File: config.mk
export PLATFORM = sky130hd
export DESIGN_NAME = pva_ram
export DESIGN_NICKNAME = d
export VERILOG_FILES = /design/src/hw/rtl/pva_ram.sv
export SDC_FILE = /design/constraint.sdc
export NUM_CORES = 1
export LEC_CHECK = 0
export BUFFER_PORTS_ARGS = -buffer_cell sky130_fd_sc_hd__buf_2
export CAP_MARGIN = 25
export CELL_PAD_IN_SITES_DETAIL_PLACEMENT = 1
export CELL_PAD_IN_SITES_GLOBAL_PLACEMENT = 2
export CORE_ASPECT_RATIO = 0.8
export CORE_MARGIN = 5
export CORE_UTILIZATION = 40
export DETAILED_ROUTE_END_ITERATION = 10
export HOLD_SLACK_MARGIN = 0.03
export PLACE_DENSITY = 0.88
export SLEW_MARGIN = 0
export SYNTH_ARGS = -nofsm -noshare
export SYNTH_HDL_FRONTEND = slang
export SYNTH_SLANG_ARGS = --single-unit
File: constraint.sdc
create_clock -name clk -period 2 [get_ports clk]
set_clock_uncertainty 0.05 [all_clocks]
set_input_delay 0.3 -clock clk [delete_from_list [all_inputs] [get_ports clk]]
set_output_delay 0.3 -clock clk [all_outputs]
set_load 0.03 [all_outputs]
File: src/hw/rtl/pva_ram.sv
// ----------------------------------------------------------------------------
// pva_ram
// generic single-write, single-read ram with registered read data
// ----------------------------------------------------------------------------
`default_nettype none

module pva_ram #(
	parameter int unsigned WIDTH = 8,
	parameter int unsigned DEPTH = 2,
	localparam int unsigned AW   = (DEPTH > 1) ? $clog2(DEPTH) : 1
) (
	input  wire logic             clk,
	input  wire logic             wr_en,
	input  wire logic [AW-1:0]    wr_addr,
	input  wire logic [WIDTH-1:0] wr_data,
	input  wire logic             rd_en,
	input  wire logic [AW-1:0]    rd_addr,
	output logic      [WIDTH-1:0] rd_data
);

	logic [WIDTH-1:0] mem_q [DEPTH];

	always_ff @(posedge clk) begin
		if (wr_en) begin
			mem_q[wr_addr] <= wr_data;
		end
		if (rd_en) begin
			rd_data <= mem_q[rd_addr];
		end
	end

endmodule

`default_nettype wire

==> results of run 1 <==
[kinds of logic after synthesis]
logic type / after synthesis
DFF: 24
muxes: 8
and+or+nand+nor: 2
buffers and inverters: 1
[synth_stat cells, drive strengths merged]
master	n
buf	1
nor2b	1
edfxtp	24
and2	1
mux2	8
[per-stage QoR]
step                setup WS [ns]  instances  power, mW
CTS                         0.754         83      0.906
detailed placement          0.609         79      0.704
floorplan                   0.857         35      0.672
global placement            0.679         79      0.700
global route                0.733         83      0.930
finish                      0.779         83      0.892
[flip-flops by register name, summed over array words and instances (netlist names)]
signal and count:
rd_data 8, mem_q 16
[worst max-delay path by stage]
stage	to	slack [ns]	cells past startpoint	from
final	rd_data[6]	0.78	1	rd_data[6]
after floorplan	mem_q[0][0]	0.86	1	wr_en
after CTS	rd_data[6]	0.75	1	rd_data[6]
after detailed placement	mem_q[0][1]	0.61	2	wr_addr
after global placement	mem_q[0][0]	0.68	2	wr_addr
after global routing	rd_data[5]	0.73	1	rd_data[5]
[power groups by stage]
stage,registers (mW),logic (mW),clock network (mW)
final,0.602,0.0871,0.203
after global routing,0.605,0.0935,0.231
after CTS,0.603,0.0888,0.214
after detailed placement,0.615,0.0888,0
after global placement,0.613,0.0870,0
after floorplan,0.637,0.0344,0
[routing by layer]
metal / track usage [%] / vias to the layer above / part of all wire (%)
li1: - / 183 / -
met1: 8.87 / 175 / 42
met2: 12.1 / 14 / 50
met3: 1.49 / 0 / 8.2
met4: 4.24 / 0 / 0
met5: 0 / - / 0
[final cells by class]
| class | instances | share of cell area (%) |
|---|---|---|
| Clock buffer | 3 | 2.23 |
| Clock inverter | 1 | 0.371 |
| Multi-Input combinational cell | 10 | 13.1 |
| Sequential cell | 24 | 71.3 |
| Tap cell | 25 | 3.09 |
| Timing Repair Buffer | 20 | 9.90 |
==> impl_metrics.yaml, run 1 <==
layout:
  final_cell_mix: "24 x edfxtp_1, 20 x buf_2, 8 x mux2_4"
  final_core_util_pct: 48.1
  fin_nets: 72
  seq_area_um2: 721
  multi_input_comb_area_um2: 133
  area_delta_synth_final_pct: 16.9
  final_common_cell: "edfxtp_1"
  diodes: 0
  final_layout_size_suffix_gt1_share_pct: 53.4
  finalInstanceArea_um2: 1010
  fill_cells: 216
worst_setup_path:
  crit_arrival_ns: 0.87
  critPathKind: "flop to output pin"
  critPathLaunchType: "flop"
  cpPeakStageDelay_ns: 0.38
  cp_top_family: "flip-flops"
  worst_path_max_delay_cell: "edfxtp_1"
  cp.required_ns: 1.65
  worstPathBufferInverterCount: 1
  crit_fanout: 1
  r2r_cells: 1
  crit_path_end_kind: "output pin"
  reg2reg_from: "mem_q[0][6]"
  r2r_end: "rd_data[6]"
  cp_cell_sequence: "buf_2"
  r2r_slack_ns: 1.04
worst_hold_path:
  holdCritStartpoint: "wr_data[5]"
  hold_depth: 1
  hold_end: "mem_q[0][5]"
  hold_class: "primary input to flop"
synthesis:
  synthSimpleGateAreaFrac_pct: 1.45
  yosys.area.top_type_share_pct: 83.4
  synth-warning-count: 0
  syn_inst: 35
  synth-compound-area-share_pct: 0
  synth-xor-area-share_pct: 0
  synth_top_family_by_area: "multiplexers"
  syn-cell-area_um2: 865
  synthAdderAreaFrac_pct: 0
  synthDistinctLibCells: 5
  yosys_register_bits: 24
  avgSynthCellArea_um2: 24.7
  synth.yosys.seq_area_share_pct: 83.4
  muxShareOfSynthArea_pct: 13.9
  synth_nets: 48
  synth_area_leaders: "edfxtp_1 83%, mux2_4 14%, buf_6 1.3%"
  yosysTopAreaCell: "edfxtp_1"
clocking:
  cts_root_buf: "clkbuf_4"
  postCtsHoldBufs: 0
  cts_setup_buffers: 0
  clk_pin_slew_ns: 0.12
  cts.sinks: 24
  cts_resized: 0
  htreeDepth: 1
  cts_tree: "built"
  clock_path_buffers: 2
  clk_latency_ns: 0.30
  cts_buffers: 3
placement:
  place_area_um2: 985
  gp_congestion: 0.642
  port_buffers: 20
sta:
  timing.fmax_mhz: 819
  slew_violations: 0
  maxSlewHeadroom_pct: 55.7
  hold_ws_ns: 0.123
  setup_viol_count_final: 0
  hold_viol: 0
  rsz0062_at_grt: "false"
  period_share_pct: 61.0
  period_minus_slack_ns: 1.22
  tightest_slew_ns: 0.663
  timing.setup.tns_ns: 0
floorplan:
  die_w_um: 62.0
  rows: 15
  die_h_um: 51.6
  die_area_um2: 3200
  ioPinCount: 21
  initial_utilization_pct: 41.1
  core_um2: 2100
drt:
  drt_wl_total_um: 1120
  route.vias.total: 372
  first_pass_iters: 2
  vias_per_cell: 4.48
  avgRoutedWirePerCell_um: 13.5
  post-route-drc-count: 0
  final_antenna_net_count: 0
  drt_iter0_markers: 1
global_route:
  antenna_found_initial: 0
  grt.total_usage_pct: 7.39
  grt_pass1_wl_um: 1660
  grt_max_degree: 14
  grt-ovfl-total: 0
  grt_pass1_vias: 382
power_and_ir_drop:
  power_frac_comb_pct: 9.8
  p_int_uw: 705
  p_sw_share_pct: 21.0
  ir_drop_uv: 405
  p_seq_share_pct: 67.5
  pwr_density_cell_nw_per_um2: 883
  p_switching_uw: 188
  clock_power_share_pct: 22.7
  p_leak_nw: 0.393
run:
  max-cap-violations: 0
run_status:
  status: "complete, no violations"
(Power assumes the default switching activity.)
==> inputs of run 2 (changes only) <==
CORE_UTILIZATION = 37   (was 40)
PLACE_DENSITY = 0.83   (was 0.88)
clock period = 1.2 ns   (was 2 ns; I/O delays follow)
==> run 2 against run 1 <==
Effect of this change:
- final area rose by 8.3%
- worst setup slack got worse by 0.67 ns
- critical path depth did not move
- count of clock-buffer cells in the layout did not move
==> impl_metrics.yaml, run 2 (synthesis gave the netlist of run 1 again) <==
run_status:
  status: "complete, no violations"
worst_setup_path:
  critPathLaunchType: "flop"
  crit_fanout: 1
  cp.required_ns: 0.97
  crit_arrival_ns: 0.86
  worst_path_max_delay_cell: "edfxtp_1"
  reg2reg_from: "mem_q[1][3]"
  worstPathBufferInverterCount: 1
  cp_top_family: "flip-flops"
  cpPeakStageDelay_ns: 0.38
  cp_cell_sequence: "buf_2"
  critPathKind: "flop to output pin"
  r2r_slack_ns: 0.25
  r2r_cells: 1
  crit_path_end_kind: "output pin"
  r2r_end: "rd_data[3]"
worst_hold_path:
  hold_end: "rd_data[1]"
  hold_class: "primary input to flop"
  holdCritStartpoint: "rd_en"
  hold_depth: 1
clocking:
  clk_pin_slew_ns: 0.11
  cts_root_buf: "clkbuf_4"
  cts_resized: 0
  cts.sinks: 24
  cts_tree: "built"
  htreeDepth: 1
  clk_latency_ns: 0.29
  cts_buffers: 3
  clock_path_buffers: 2
drt:
  vias_per_cell: 4.56
  drt_wl_total_um: 1280
  post-route-drc-count: 0
  drt_iter0_markers: 6
  first_pass_iters: 2
  final_antenna_net_count: 0
  avgRoutedWirePerCell_um: 14.1
  route.vias.total: 415
layout:
  reg_top3: "mem_q: 16 flops, rd_data: 8 flops"
  final_cell_mix: "24 x edfxtp_1, 20 x buf_2, 8 x mux2_4, 8 x dlygate4sd3_1, 3 x clkbuf_4"
  area_delta_synth_final_pct: 26.6
  regMostFlops: "mem_q"
  largest_reg_flops: 16
  diodes: 0
  finalInstanceArea_um2: 1090
  final_common_cell: "edfxtp_1"
  fin_nets: 81
  final_layout_size_suffix_gt1_share_pct: 48.5
global_route:
  grt_pass1_wl_um: 2130
  grt_pass1_vias: 447
  grt.total_usage_pct: 8.72
  antenna_found_initial: 0
  grt_max_degree: 13
  grt-ovfl-total: 0
placement:
  port_buffers: 20
  place_area_um2: 992
  gp_congestion: 0.596
power_and_ir_drop:
  ir_drop_uv: 741
  pwr_density_cell_nw_per_um2: 1360
  power_mw: 1.49
  p_leak_nw: 0.430
sta:
  slew_violations: 0
  tightest_slew_ns: 0.376
  maxSlewHeadroom_pct: 75.0
  setup_viol_count_final: 0
  timing.fmax_mhz: 915
  hold_viol: 0
  timing.setup.tns_ns: 0
  period_minus_slack_ns: 1.09
  rsz0062_at_grt: "false"
  period_share_pct: 91.1
floorplan:
  die_area_um2: 3410
  die_h_um: 53.2
  core_um2: 2200
  initial_utilization_pct: 39.4
  die_w_um: 64.0
  rows: 15
  ioPinCount: 21
run:
  max-cap-violations: 0
## run 2: cell count changes in the layout (fill, tap and decap cells not counted)
cell,previous run,this run
dlygate4sd3_1,0,8
buf_4,0,1
clkinv_1,1,0
## run 2: cell type report
cell class              count  area, um2
clock buffers               3       22.5
fillers                   208       1100
multi-input cells          10        133
flip-flops and latches     24        721
well taps                  25       31.3
repair buffers             29        188
## run 2: where the power goes
part / leakage, nW / internal (mW) / total, mW / switching, mW
Clock: 0.0138 / 0.117 / 0.320 / 0.203
Combinational: 0.188 / 0.0831 / 0.169 / 0.0861
Sequential: 0.228 / 0.989 / 1.01 / 0.0159
Total: 0.430 / 1.19 / 1.49 / 0.305
## run 2: worst max path at each step
stage / start / to / slack [ns] / cells past startpoint
2_1_floorplan: wr_en / mem_q[0][0] / 0.18 / 1
3_3_place_gp: rd_addr / rd_data[7] / 0.15 / 2
3_5_place_dp: rd_addr / rd_data[7] / 0.13 / 2
4_1_cts: rd_data[2] / rd_data[2] / 0.08 / 1
5_1_grt: rd_data[4] / rd_data[4] / 0.05 / 1
6_report: rd_data[4] / rd_data[4] / 0.11 / 1
## run 2: per-stage QoR
stage	util [%]	cells	setup WS [ns]	hold WS (ns)
3_3_place_gp	45.2	80	0.154	0.319
2_1_floorplan	-	35	0.177	0.229
6_report	49.9	91	0.107	0.166
4_1_cts	49.9	91	0.0836	0.160
3_5_place_dp	45.2	80	0.130	0.323
5_1_grt	49.9	91	0.0489	0.154
## run 2: timing repair
| item | CTS | global route |
|---|---|---|
| hold endpoints to repair | 16 | 0 |
| hold buffers | 8 | 0 |
| setup endpoints to repair | 0 | 0 |
| setup buffers | 0 | 0 |
## run 2: metal layers
| metal | share of wire (%) | up-vias | routed length, um | GRT usage, % |
|---|---|---|---|---|
| li1 | - | 202 | - | - |
| met1 | 44 | 194 | 560 | 10.1 |
| met2 | 46 | 17 | 585 | 13.5 |
| met3 | 8.8 | 2 | 113 | 1.70 |
| met4 | 1.9 | 0 | 25 | 8.30 |
| met5 | 0 | - | 0 | 0 |
