[src/hw/rtl/pva_pkg.sv]
// ----------------------------------------------------------------------------
// pva_pkg
// types, codes and sizes shared by the voice allocator files
// ----------------------------------------------------------------------------
`default_nettype none

package pva_pkg;

	// number of voices kept by the allocator (1 to 8)
	localparam int unsigned VOICES  = 8;
	// fixed field widths of the items
	localparam int unsigned NOTE_W  = 8;
	localparam int unsigned PNOTE_W = 7;
	localparam int unsigned MASK_W  = 8;
	localparam int unsigned VFIELD_W = 3;
	localparam int unsigned VIDX_W  = (VOICES > 1) ? $clog2(VOICES) : 1;

	// command codes
	localparam logic CMD_NOTE_ON  = 1'b0;
	localparam logic CMD_NOTE_OFF = 1'b1;

	typedef enum logic [1:0] {
		ST_FREE      = 2'd0,
		ST_RELEASING = 2'd1,
		ST_HOLDING   = 2'd2
	} status_t;

	typedef enum logic [1:0] {
		ACT_TRIGGER = 2'd0,
		ACT_RELEASE = 2'd1,
		ACT_NOMATCH = 2'd2
	} action_t;

	typedef struct packed {
		logic [1:0]         status;
		logic [PNOTE_W-1:0] note;
	} voice_entry_t;

	typedef voice_entry_t [VOICES-1:0] voice_row_t;

	localparam int unsigned ROW_W = $bits(voice_row_t);

	// the whole voice table lives in one memory row
	localparam int unsigned STATE_DEPTH = 1;
	localparam logic        STATE_ROW   = 1'b0;

	typedef struct packed {
		logic                cmd;
		logic [NOTE_W-1:0]   note;
		logic [MASK_W-1:0]   mask;
	} alloc_req_t;

	typedef struct packed {
		voice_row_t          row;
		logic [VFIELD_W-1:0] voice;
		action_t             action;
		logic [PNOTE_W-1:0]  played_note;
	} alloc_res_t;

endpackage

`default_nettype wire

[src/hw/rtl/pva_alloc.sv]
// ----------------------------------------------------------------------------
// pva_alloc
// next voice table and result for one note event
// ----------------------------------------------------------------------------
`default_nettype none

module pva_alloc import pva_pkg::*; (
	input  wire alloc_req_t req,
	input  wire voice_row_t row,
	output alloc_res_t      res
);

	localparam int unsigned EXT_W = VOICES + MASK_W;

	logic [PNOTE_W-1:0]  pnote;
	logic [EXT_W-1:0]    mask_ext;
	voice_row_t          freed;
	logic                free_hit, rel_hit, hold_hit;
	logic [VIDX_W-1:0]   free_idx, rel_idx, hold_idx, pick;
	logic [VIDX_W+VFIELD_W-1:0] voice_ext;

	assign pnote    = req.note[NOTE_W-1] ? '0 : req.note[PNOTE_W-1:0];
	// voices past the mask width have no bit and count as inactive
	assign mask_ext = EXT_W'(req.mask);

	always_comb begin
		freed    = row;
		free_hit = 1'b0;
		rel_hit  = 1'b0;
		hold_hit = 1'b0;
		free_idx = '0;
		rel_idx  = '0;
		hold_idx = '0;
		for (int i = 0; i < VOICES; i++) begin
			if (!mask_ext[i]) begin
				freed[i].status = ST_FREE;
			end
		end
		// downward scan so the lowest index wins
		for (int i = VOICES - 1; i >= 0; i--) begin
			if (freed[i].status == ST_FREE) begin
				free_hit = 1'b1;
				free_idx = VIDX_W'(i);
			end
			if (freed[i].status == ST_RELEASING) begin
				rel_hit = 1'b1;
				rel_idx = VIDX_W'(i);
			end
			if (row[i].status == ST_HOLDING && row[i].note == pnote) begin
				hold_hit = 1'b1;
				hold_idx = VIDX_W'(i);
			end
		end
	end

	always_comb begin
		pick            = '0;
		res.row         = row;
		res.action      = ACT_NOMATCH;
		res.played_note = pnote;
		case (req.cmd)
			CMD_NOTE_ON: begin
				if (free_hit) begin
					pick = free_idx;
				end else if (rel_hit) begin
					pick = rel_idx;
				end
				res.row              = freed;
				res.row[pick].status = ST_HOLDING;
				res.row[pick].note   = pnote;
				res.action           = ACT_TRIGGER;
			end
			CMD_NOTE_OFF: begin
				if (hold_hit) begin
					pick                 = hold_idx;
					res.row[pick].status = ST_RELEASING;
					res.action           = ACT_RELEASE;
				end
			end
			default: begin
				res.action = ACT_NOMATCH;
			end
		endcase
		voice_ext = (VIDX_W + VFIELD_W)'(pick);
		res.voice = voice_ext[VFIELD_W-1:0];
	end

endmodule

`default_nettype wire

[config.mk]
export PLATFORM = sky130hd
export DESIGN_NAME = pva_alloc
export DESIGN_NICKNAME = d
export VERILOG_FILES = /design/src/hw/rtl/pva_pkg.sv /design/src/hw/rtl/pva_alloc.sv
export SDC_FILE = /design/constraint.sdc
export NUM_CORES = 1
export LEC_CHECK = 0
export BUFFER_PORTS_ARGS = -buffer_cell sky130_fd_sc_hd__buf_2
export CELL_PAD_IN_SITES_DETAIL_PLACEMENT = 0
export CELL_PAD_IN_SITES_GLOBAL_PLACEMENT = 1
export CORE_MARGIN = 2
export CORE_UTILIZATION = 34
export DETAILED_ROUTE_END_ITERATION = 10
export MAX_ROUTING_LAYER = met4
export PLACE_DENSITY = 0.95
export SYNTH_ARGS = -nofsm -noshare
export SYNTH_HDL_FRONTEND = slang
export SYNTH_SLANG_ARGS = --single-unit
[constraint.sdc]
create_clock -name vclk -period 3.75
set_input_delay 0.1875 -clock vclk [all_inputs]
set_output_delay 0.1875 -clock vclk [all_outputs]
set_load 0.01 [all_outputs]
==> impl_metrics.ini, run 1 <==
[route]
highest_layer = met4
firstDrtPassIters = 4
drt-total-wl_um = 12700
wl_met1_um = 5560
dr_wl_met3_um = 651
vias = 3793
ant_nets = 0
drtIter0Drc = 225
drc = 0
wl_met2_um = 6080
wl_per_cell_um = 19.3
via_per_inst = 5.80

[logic_synthesis]
postSynthAreaPerCell_um2 = 7.67
synth_top_family_by_area = compound AO/OA/AOI/OAI gates
synth-compound-area-share_pct = 30.3
synth_area_leaders = mux2_4 (14%), mux2_2 (11%), xnor2_1 (6.1%), nor2_1 (5.6%), o21ai_0 (3.3%)
synth-adder-area-share_pct = 0
synth_top_area_share_pct = 13.8
yosysSeqAreaShare_pct = 0
yosysUniqueCellTypes = 74
yosysTopAreaCell = mux2_4
yosys.area_share.simple_pct = 29.6
synth_nets = 485
yosysWarnings = 0
synth_cells = 396
synth-xor-area-share_pct = 8.65
syn_area_um2 = 3040
synth_mux_area_share_pct = 24.6

[die]
die_area_um2 = 9710
std_cell_rows = 34
ios = 173
start_util_pct = 35.0
die_w_um = 98.5
die_h_um = 98.5
core_area_um2 = 8680

[power_and_ir_drop]
intPower_uw = 195
p_total_uw = 438
clkPwrFrac_pct = 0
powerDensity_nw_per_um2 = 112
switching_share_pct = 55.4
p_leak_nw = 1.71
peakVddDrop_mv = 0.0610
seqPwrFrac_pct = 0
combPwrFrac_pct = 100.0
power_switching_uw = 242

[layout]
seq_area_um2 = 0
nFillCells = 940
drive_gt1_share_pct = 47.4
nClkBuffers = 0
syn2layout_area_growth_pct = 28.7
seq_cells = 0
nets = 637
final_common_cell = buf_2
layout_common_cells = buf_2 (173), nor2_1 (45), mux2_2 (29)
diodes = 0
fin_area_um2 = 3910

[cts]
postCtsHoldBufs = 0
postCtsSetupRepairBufs = 0
post_cts_resized = 0

[outcome]
status = finished, final reports clean

[critical_path]
cp-end-kind = primary output
critPathTopFamily = compound AO/OA/AOI/OAI gates
critPathKind = in -> out
crit_path_frequent_cell = buf_2
slowest_delay_ns = 0.61
crit_path_max_fanout = 48
worstPathRequired_ns = 3.56
start_kind = primary input
critPathSlowestCell = buf_2
cp_num_buf_inv = 2
path_cells = buf_2 > nor2b_1 > o21a_1 > a2111oi_1 > and2_1 > nor2_1 > and3_1 > o221a_2 > buf_2
cp.arrival_ns = 2.93

[global_routing]
grt_usage_pct = 25.3
antenna_found_initial = 0
overflow = 0
grt_pass1_wl_um = 19500
grt_start_max_net_pins = 49
grt_pass1_vias = 3683

[sta]
hold_viol_final = 0
finalSetupViolCount = 0
tns_ns = 0
min_period_over_period_pct = 83.0
slew_headroom_pct = 46.0
final_max_slew_viol_count = 0
clock.fmax_mhz = 321
rsz0062_at_grt = false
fin_crit_ns = 3.11
worst_pin_slew_ns = 0.810

[placed_design]
numPortBuffers = 173
postPlaceCellArea_um2 = 3910
hpwl_um = 10200
gp_congestion = 0.999

[worst_hold_path]
hold_end = res[29]
hold_path_class = in -> out
holdPathStages = 3
holdCritStartpoint = row[17]

[job]
maxCapViolations = 0
stage by stage:
stage | worst slack [ns] | hold WS [ns] | std cells | util [%]
floorplan | 1.48 | 0.497 | 396 | -
global placement | 0.726 | 0.718 | 654 | 45.0
detailed placement | 0.671 | 0.713 | 654 | 45.0
CTS | 0.669 | 0.717 | 654 | 45.0
global route | 0.419 | 0.734 | 654 | 45.0
finish | 0.636 | 0.718 | 654 | 45.0
metal layers:
layer | up-vias | track usage (%)
li1 | 1818 | -
met1 | 1795 | 32.4
met2 | 156 | 43.8
met5 | - | -
met4 | 0 | 6.11
met3 | 24 | 1.21
logic make-up after synthesis:
kind of cell | Yosys count
buf+inv | 40
simple gates | 148
mux | 57
compound gates | 121
xor+xnor | 30
cell usage after synthesis (7+ instances only):
cell      count
a32o_1        8
nand2_1      15
nor2b_1      10
xor2_1        9
clkbuf_1      9
inv_1        12
a31oi_1       7
mux2_4       28
o21ai_1       7
nor2_1       45
mux2_2       29
o21ai_0      20
buf_2        11
o21bai_1      9
a21oi_1      13
nand3b_1      7
o21a_1        7
xnor2_1      21
nor3_1        9
nand4_1      11
power groups by stage:
stage	logic (mW)	clock network [mW]	registers, mW
2_1_floorplan	0.256	0	0
3_3_place_gp	0.429	0	0
3_5_place_dp	0.434	0	0
4_1_cts	0.436	0	0
5_1_grt	0.473	0	0
6_report	0.438	0	0
layout make-up:
class	count	area, um2	area share [%]
tap	108	135	3.46
timing repair buffer	177	896	22.9
multi-input combinational	356	2830	72.4
inverter	13	48.8	1.25
worst max path at each step:
stage	to	depth (start not counted)	start
3_3_place_gp	res[21]	8	row[17]
5_1_grt	res[82]	10	req[15]
6_report	res[37]	9	req[15]
3_5_place_dp	res[82]	9	req[15]
2_1_floorplan	res[9]	9	req[13]
4_1_cts	res[37]	9	req[15]
Note: power is estimated with default switching activity, not from simulation.
==> run 2, diff against run 1 <==
- ABC_AREA: default -> 1
- CORE_UTILIZATION: 34 -> 27
- PLACE_DENSITY: 0.95 -> 0.94
- clock period: 3.75 -> 3.2 ns (I/O delays scaled with it)
==> run 2 against run 1 <==
  * Area after synthesis fell by 7.1%
  * Highest routed layer unchanged
  * Utilization fell by 8.6 points
  * Critical path depth rose by 7
  * Critical endpoint is now res[46]
  * Routed wire length fell by 4.6%
  * Non-clock buffer count did not move
  * Combinational power rose by 15%
  * First-iteration DRC count rose by 12%
  * Die area rose by 16%
  * Clock-buffer cell count did not move
  * Cell count rose by 40%
==> impl_metrics.ini, run 2 <==
[route]
drt-total-wl_um = 12100
wl_per_cell_um = 13.2
ant_nets = 0
via_per_inst = 4.70
drc = 0
firstDrtPassIters = 4
vias = 4305
drtIter0Drc = 253

[layout]
layout.cells.non_filler = 916
seq_area_um2 = 0
drive_gt1_share_pct = 27.9
nFillCells = 1251
final_common_cell = nand2_1
syn2layout_area_growth_pct = 32.3
layout_common_cells = nand2_1 (272), buf_2 (173), inv_1 (81)
nClkBuffers = 0
nets = 868
seq_cells = 0
fin_area_um2 = 3730

[critical_path]
worstPathRequired_ns = 3.04
critPathKind = in -> out
crit_path_max_fanout = 20
cp-end-kind = primary output
cp.arrival_ns = 2.24
start_kind = primary input
worstSetupStartpoint = req[15]

[die]
die_w_um = 106
std_cell_rows = 37
core_area_um2 = 10200
die_area_um2 = 11300
die_h_um = 106
ios = 173
start_util_pct = 27.6

[cts]
postCtsHoldBufs = 0
postCtsSetupRepairBufs = 0
post_cts_resized = 0

[worst_hold_path]
holdPathStages = 4
hold_end = res[39]
hold_path_class = in -> out
holdCritStartpoint = row[27]

[sta]
finalSetupViolCount = 0
rsz0062_at_grt = false
fin_crit_ns = 2.40
fin_hold_ws_ns = 0.642
worst_pin_slew_ns = 0.713
clock.fmax_mhz = 417
tns_ns = 0
slew_headroom_pct = 52.4
final_max_slew_viol_count = 0
min_period_over_period_pct = 75.0
hold_viol_final = 0

[logic_synthesis]
yosysMostFrequentCell = nand2_1
yosysSeqAreaShare_pct = 0
yosysUniqueCellTypes = 38
synth_top_area_share_pct = 36.2
synth_cells = 622
syn_area_um2 = 2820
synth_commonest_cells = nand2_1 (272), inv_1 (81), nor2_1 (61), o21ai_0 (50), o21ai_1 (34)
yosysTopAreaCell = nand2_1
synth_area_leaders = nand2_1 (36%), inv_1 (11%), o21ai_0 (8.9%), nor2_1 (8.1%), o21ai_1 (6.0%)
yosysWarnings = 0
postSynthAreaPerCell_um2 = 4.54
synth_nets = 711

[outcome]
status = finished, final reports clean

[placed_design]
gp_congestion = 0.914
hpwl_um = 9960
numPortBuffers = 173
place_inst = 913
postPlaceCellArea_um2 = 3720

[power_and_ir_drop]
combPwrFrac_pct = 100.0
p_total_uw = 505
clkPwrFrac_pct = 0
intPower_uw = 187
switching_share_pct = 62.9
seqPwrFrac_pct = 0
powerDensity_nw_per_um2 = 135
peakVddDrop_mv = 0.0690
power_switching_uw = 318
p_leak_nw = 2.38

[global_routing]
grt_pass1_vias = 3791
grt_start_max_net_pins = 24
met2_usage_pct = 35.2
use_met3_pct = 2.76
grt_usage_pct = 21.0
overflow = 0
top_usage_layer = met2
grt_use_met1_pct = 27.7
antenna_found_initial = 2
grt_pass1_wl_um = 18800

[job]
maxCapViolations = 0
run 2: cell count changes in the layout (fill, tap and decap cells not counted), moves of 27 or more:
cell	before	now
o21ai_0	20	50
o21ai_1	7	34
mux2_2	29	0
mux2_4	28	0
inv_1	12	81
nand2_1	15	272
run 2: worst max-delay path by stage:
stage / slack, ns / to / depth (start not counted)
after floorplan: 1.43 / res[46] / 14
after detailed placement: 0.81 / res[46] / 16
final: 0.80 / res[46] / 16
after CTS: 0.80 / res[46] / 16
after global routing: 0.54 / res[64] / 16
after global placement: 0.84 / res[46] / 14
run 2: critical path, cell delays in order:
cell and delay [ns]:
buf_2 0.28, inv_12 0.11, nand2_2 0.34, nand2_1 0.13
nand2_1 0.09, nor2_1 0.05, nand2_1 0.06, nor2_1 0.05
nor2_2 0.17, nand2_1 0.10, nand2_1 0.07, nand2_1 0.07
nor2_2 0.12, nand3_1 0.12, a21oi_1 0.16, buf_2 0.15
run 2: cell families (layout without fill, tap and decap cells):
group                     Yosys count  after routing  share of synthesized area [%]
and+or+nand+nor                   401            401                           60.4
AOI/OAI and AO/OA                 109            109                           20.8
buffers and inverters             109            264                           17.9
xor gates and xnor gates            3              3                          0.931
other                               0              3                              0
run 2: metrics by stage:
stage	utilization (%)	setup slack, ns
floorplan	-	1.43
global placement	36.4	0.842
detailed placement	36.4	0.809
CTS	36.4	0.804
global route	36.5	0.538
finish	36.5	0.799
run 2: area by class of cell:
| cell class | count | area (um2) | area share [%] |
|---|---|---|---|
| inverter | 87 | 342 | 9.15 |
| timing repair buffer | 177 | 896 | 24.0 |
| antenna | 3 | 7.51 | 0.201 |
| tap | 136 | 170 | 4.56 |
| multi-input combinational | 513 | 2320 | 62.1 |
run 2: routing by layer:
layer	vias to the layer above	wire length [um]
met1	1873	5440
met4	0	67
met3	6	1040
met2	173	5520
li1	2253	-
met5	-	0
run 2: power by group through the flow:
stage	Clock [mW]	Combinational, mW	Sequential (mW)
floorplan	0	0.302	0
global placement	0	0.501	0
CTS	0	0.504	0
detailed placement	0	0.503	0
global route	0.0000000835	0.566	0
finish	0.000000125	0.505	0
==> run 3, diff against run 2 <==
- clock period: 3.2 -> 2.3 ns (I/O delays scaled with it)
==> run 3 against run 2 <==
  * Cell count is 0.87% higher
  * Worst setup slack worse by 0.59 ns
  * Sequential cell count stayed put
  * First-iteration DRC count is 6.3% higher
  * Global-route usage is 0.36 points higher
  * Non-clock buffer count is 9 higher
  * Critical path depth stayed put
  * Sequential share of layout area stayed put
  * Largest cell class unchanged
==> impl_metrics.ini, run 3 (same netlist as run 2, synthesis figures left out) <==
[outcome]
status = finished, final reports clean

[route]
drc = 0
wl_per_cell_um = 13.2
ant_nets = 0
vias = 4325
via_per_inst = 4.68
firstDrtPassIters = 5
drtIter0Drc = 269
drt-total-wl_um = 12200

[sta]
min_period_over_period_pct = 90.7
finalSetupViolCount = 0
hold_viol_final = 0
clock.fmax_mhz = 479
slew_headroom_pct = 71.7
fin_crit_ns = 2.09
worst_pin_slew_ns = 0.423
tns_ns = 0
rsz0062_at_grt = false
final_max_slew_viol_count = 0

[critical_path]
critPathKind = in -> out
start_kind = primary input
crit_path_max_fanout = 8
cp.arrival_ns = 1.97
worstPathRequired_ns = 2.18
cp-end-kind = primary output

[die]
std_cell_rows = 37
die_w_um = 106
start_util_pct = 27.6
ios = 173
core_area_um2 = 10200
die_h_um = 106
die_area_um2 = 11300

[placed_design]
gp_congestion = 0.975
numPortBuffers = 173
hpwl_um = 10100
place_inst = 919

[layout]
layout.cells.non_filler = 924
seq_area_um2 = 0
nets = 877
syn2layout_area_growth_pct = 35.5
nClkBuffers = 0
layout_common_cells = nand2_1 (271), buf_2 (173), inv_1 (81)
multi_input_area_um2 = 2340
drive_gt1_share_pct = 28.9
final_common_cell = nand2_1
nFillCells = 1227
seq_cells = 0

[global_routing]
grt_start_max_net_pins = 23
overflow = 0
grt_usage_pct = 21.3
grt_pass1_wl_um = 19200
grt_pass1_vias = 3930
antenna_found_initial = 2

[power_and_ir_drop]
p_leak_nw = 2.42
peakVddDrop_mv = 0.115
powerDensity_nw_per_um2 = 188

[worst_hold_path]
hold_path_class = in -> out

[job]
maxCapViolations = 0
[run 3: layout make-up]
class / count / share of cell area (%)
Tap cell: 136 / 4.45
Antenna cell: 2 / 0.131
Inverter: 87 / 8.93
Multi-Input combinational cell: 513 / 61.3
Timing Repair Buffer: 186 / 25.2
[run 3: routing by layer]
layer	global-route usage [%]	wire, um	up-vias
met1	28.8	5560	1868
li1	-	-	2277
met4	2.07	63	0
met5	-	0	-
met2	36.3	5640	174
met3	1.41	952	6
[run 3: worst max-delay path, stage by stage]
cell	delay (ns)
buf_2	0.16
buf_4	0.19
nor2_4	0.24
nand2_1	0.12
nand2_1	0.07
nor2_1	0.05
nand2_1	0.07
nor2_1	0.06
nor2_2	0.15
nand2_1	0.09
nand2_1	0.06
nand2_1	0.07
nor2_2	0.11
nand3_1	0.12
a21oi_1	0.15
buf_2	0.15
[run 3: where the power goes]
| group | total (mW) | switching, mW | internal (mW) |
|---|---|---|---|
| Combinational | 0.719 | 0.447 | 0.271 |
| Sequential | 0 | 0 | 0 |
| Clock | 0.000000116 | 0 | 0.000000116 |
| Total | 0.719 | 0.447 | 0.271 |
[run 3: per-stage QoR]
stage | instance area [um2] | hold slack [ns] | setup WS, ns | total power, mW | utilization, %
final | 3820 | 0.551 | 0.214 | 0.719 | 37.4
after global routing | 3820 | 0.585 | 0.00310 | 0.806 | 37.4
after CTS | 3770 | 0.554 | 0.143 | 0.707 | 36.8
after detailed placement | 3770 | 0.550 | 0.146 | 0.705 | 36.8
after global placement | 3770 | 0.549 | 0.145 | 0.705 | 36.8
after floorplan | 2820 | 0.317 | 0.625 | 0.420 | -
[run 3: worst paths after layout]
| check | from | to | slack, ns | cells past startpoint |
|---|---|---|---|---|
| hold / removal | row[64] | res[76] | 0.55 | 4 |
| setup / recovery | req[15] | res[46] | 0.21 | 16 |
[run 3: timing repair]
action,4_1_cts,5_1_grt
buffers inserted,0,3
endpoints found under the hold margin,0,0
gates resized for setup,0,5
hold buffers,0,0
setup endpoints to repair,0,16
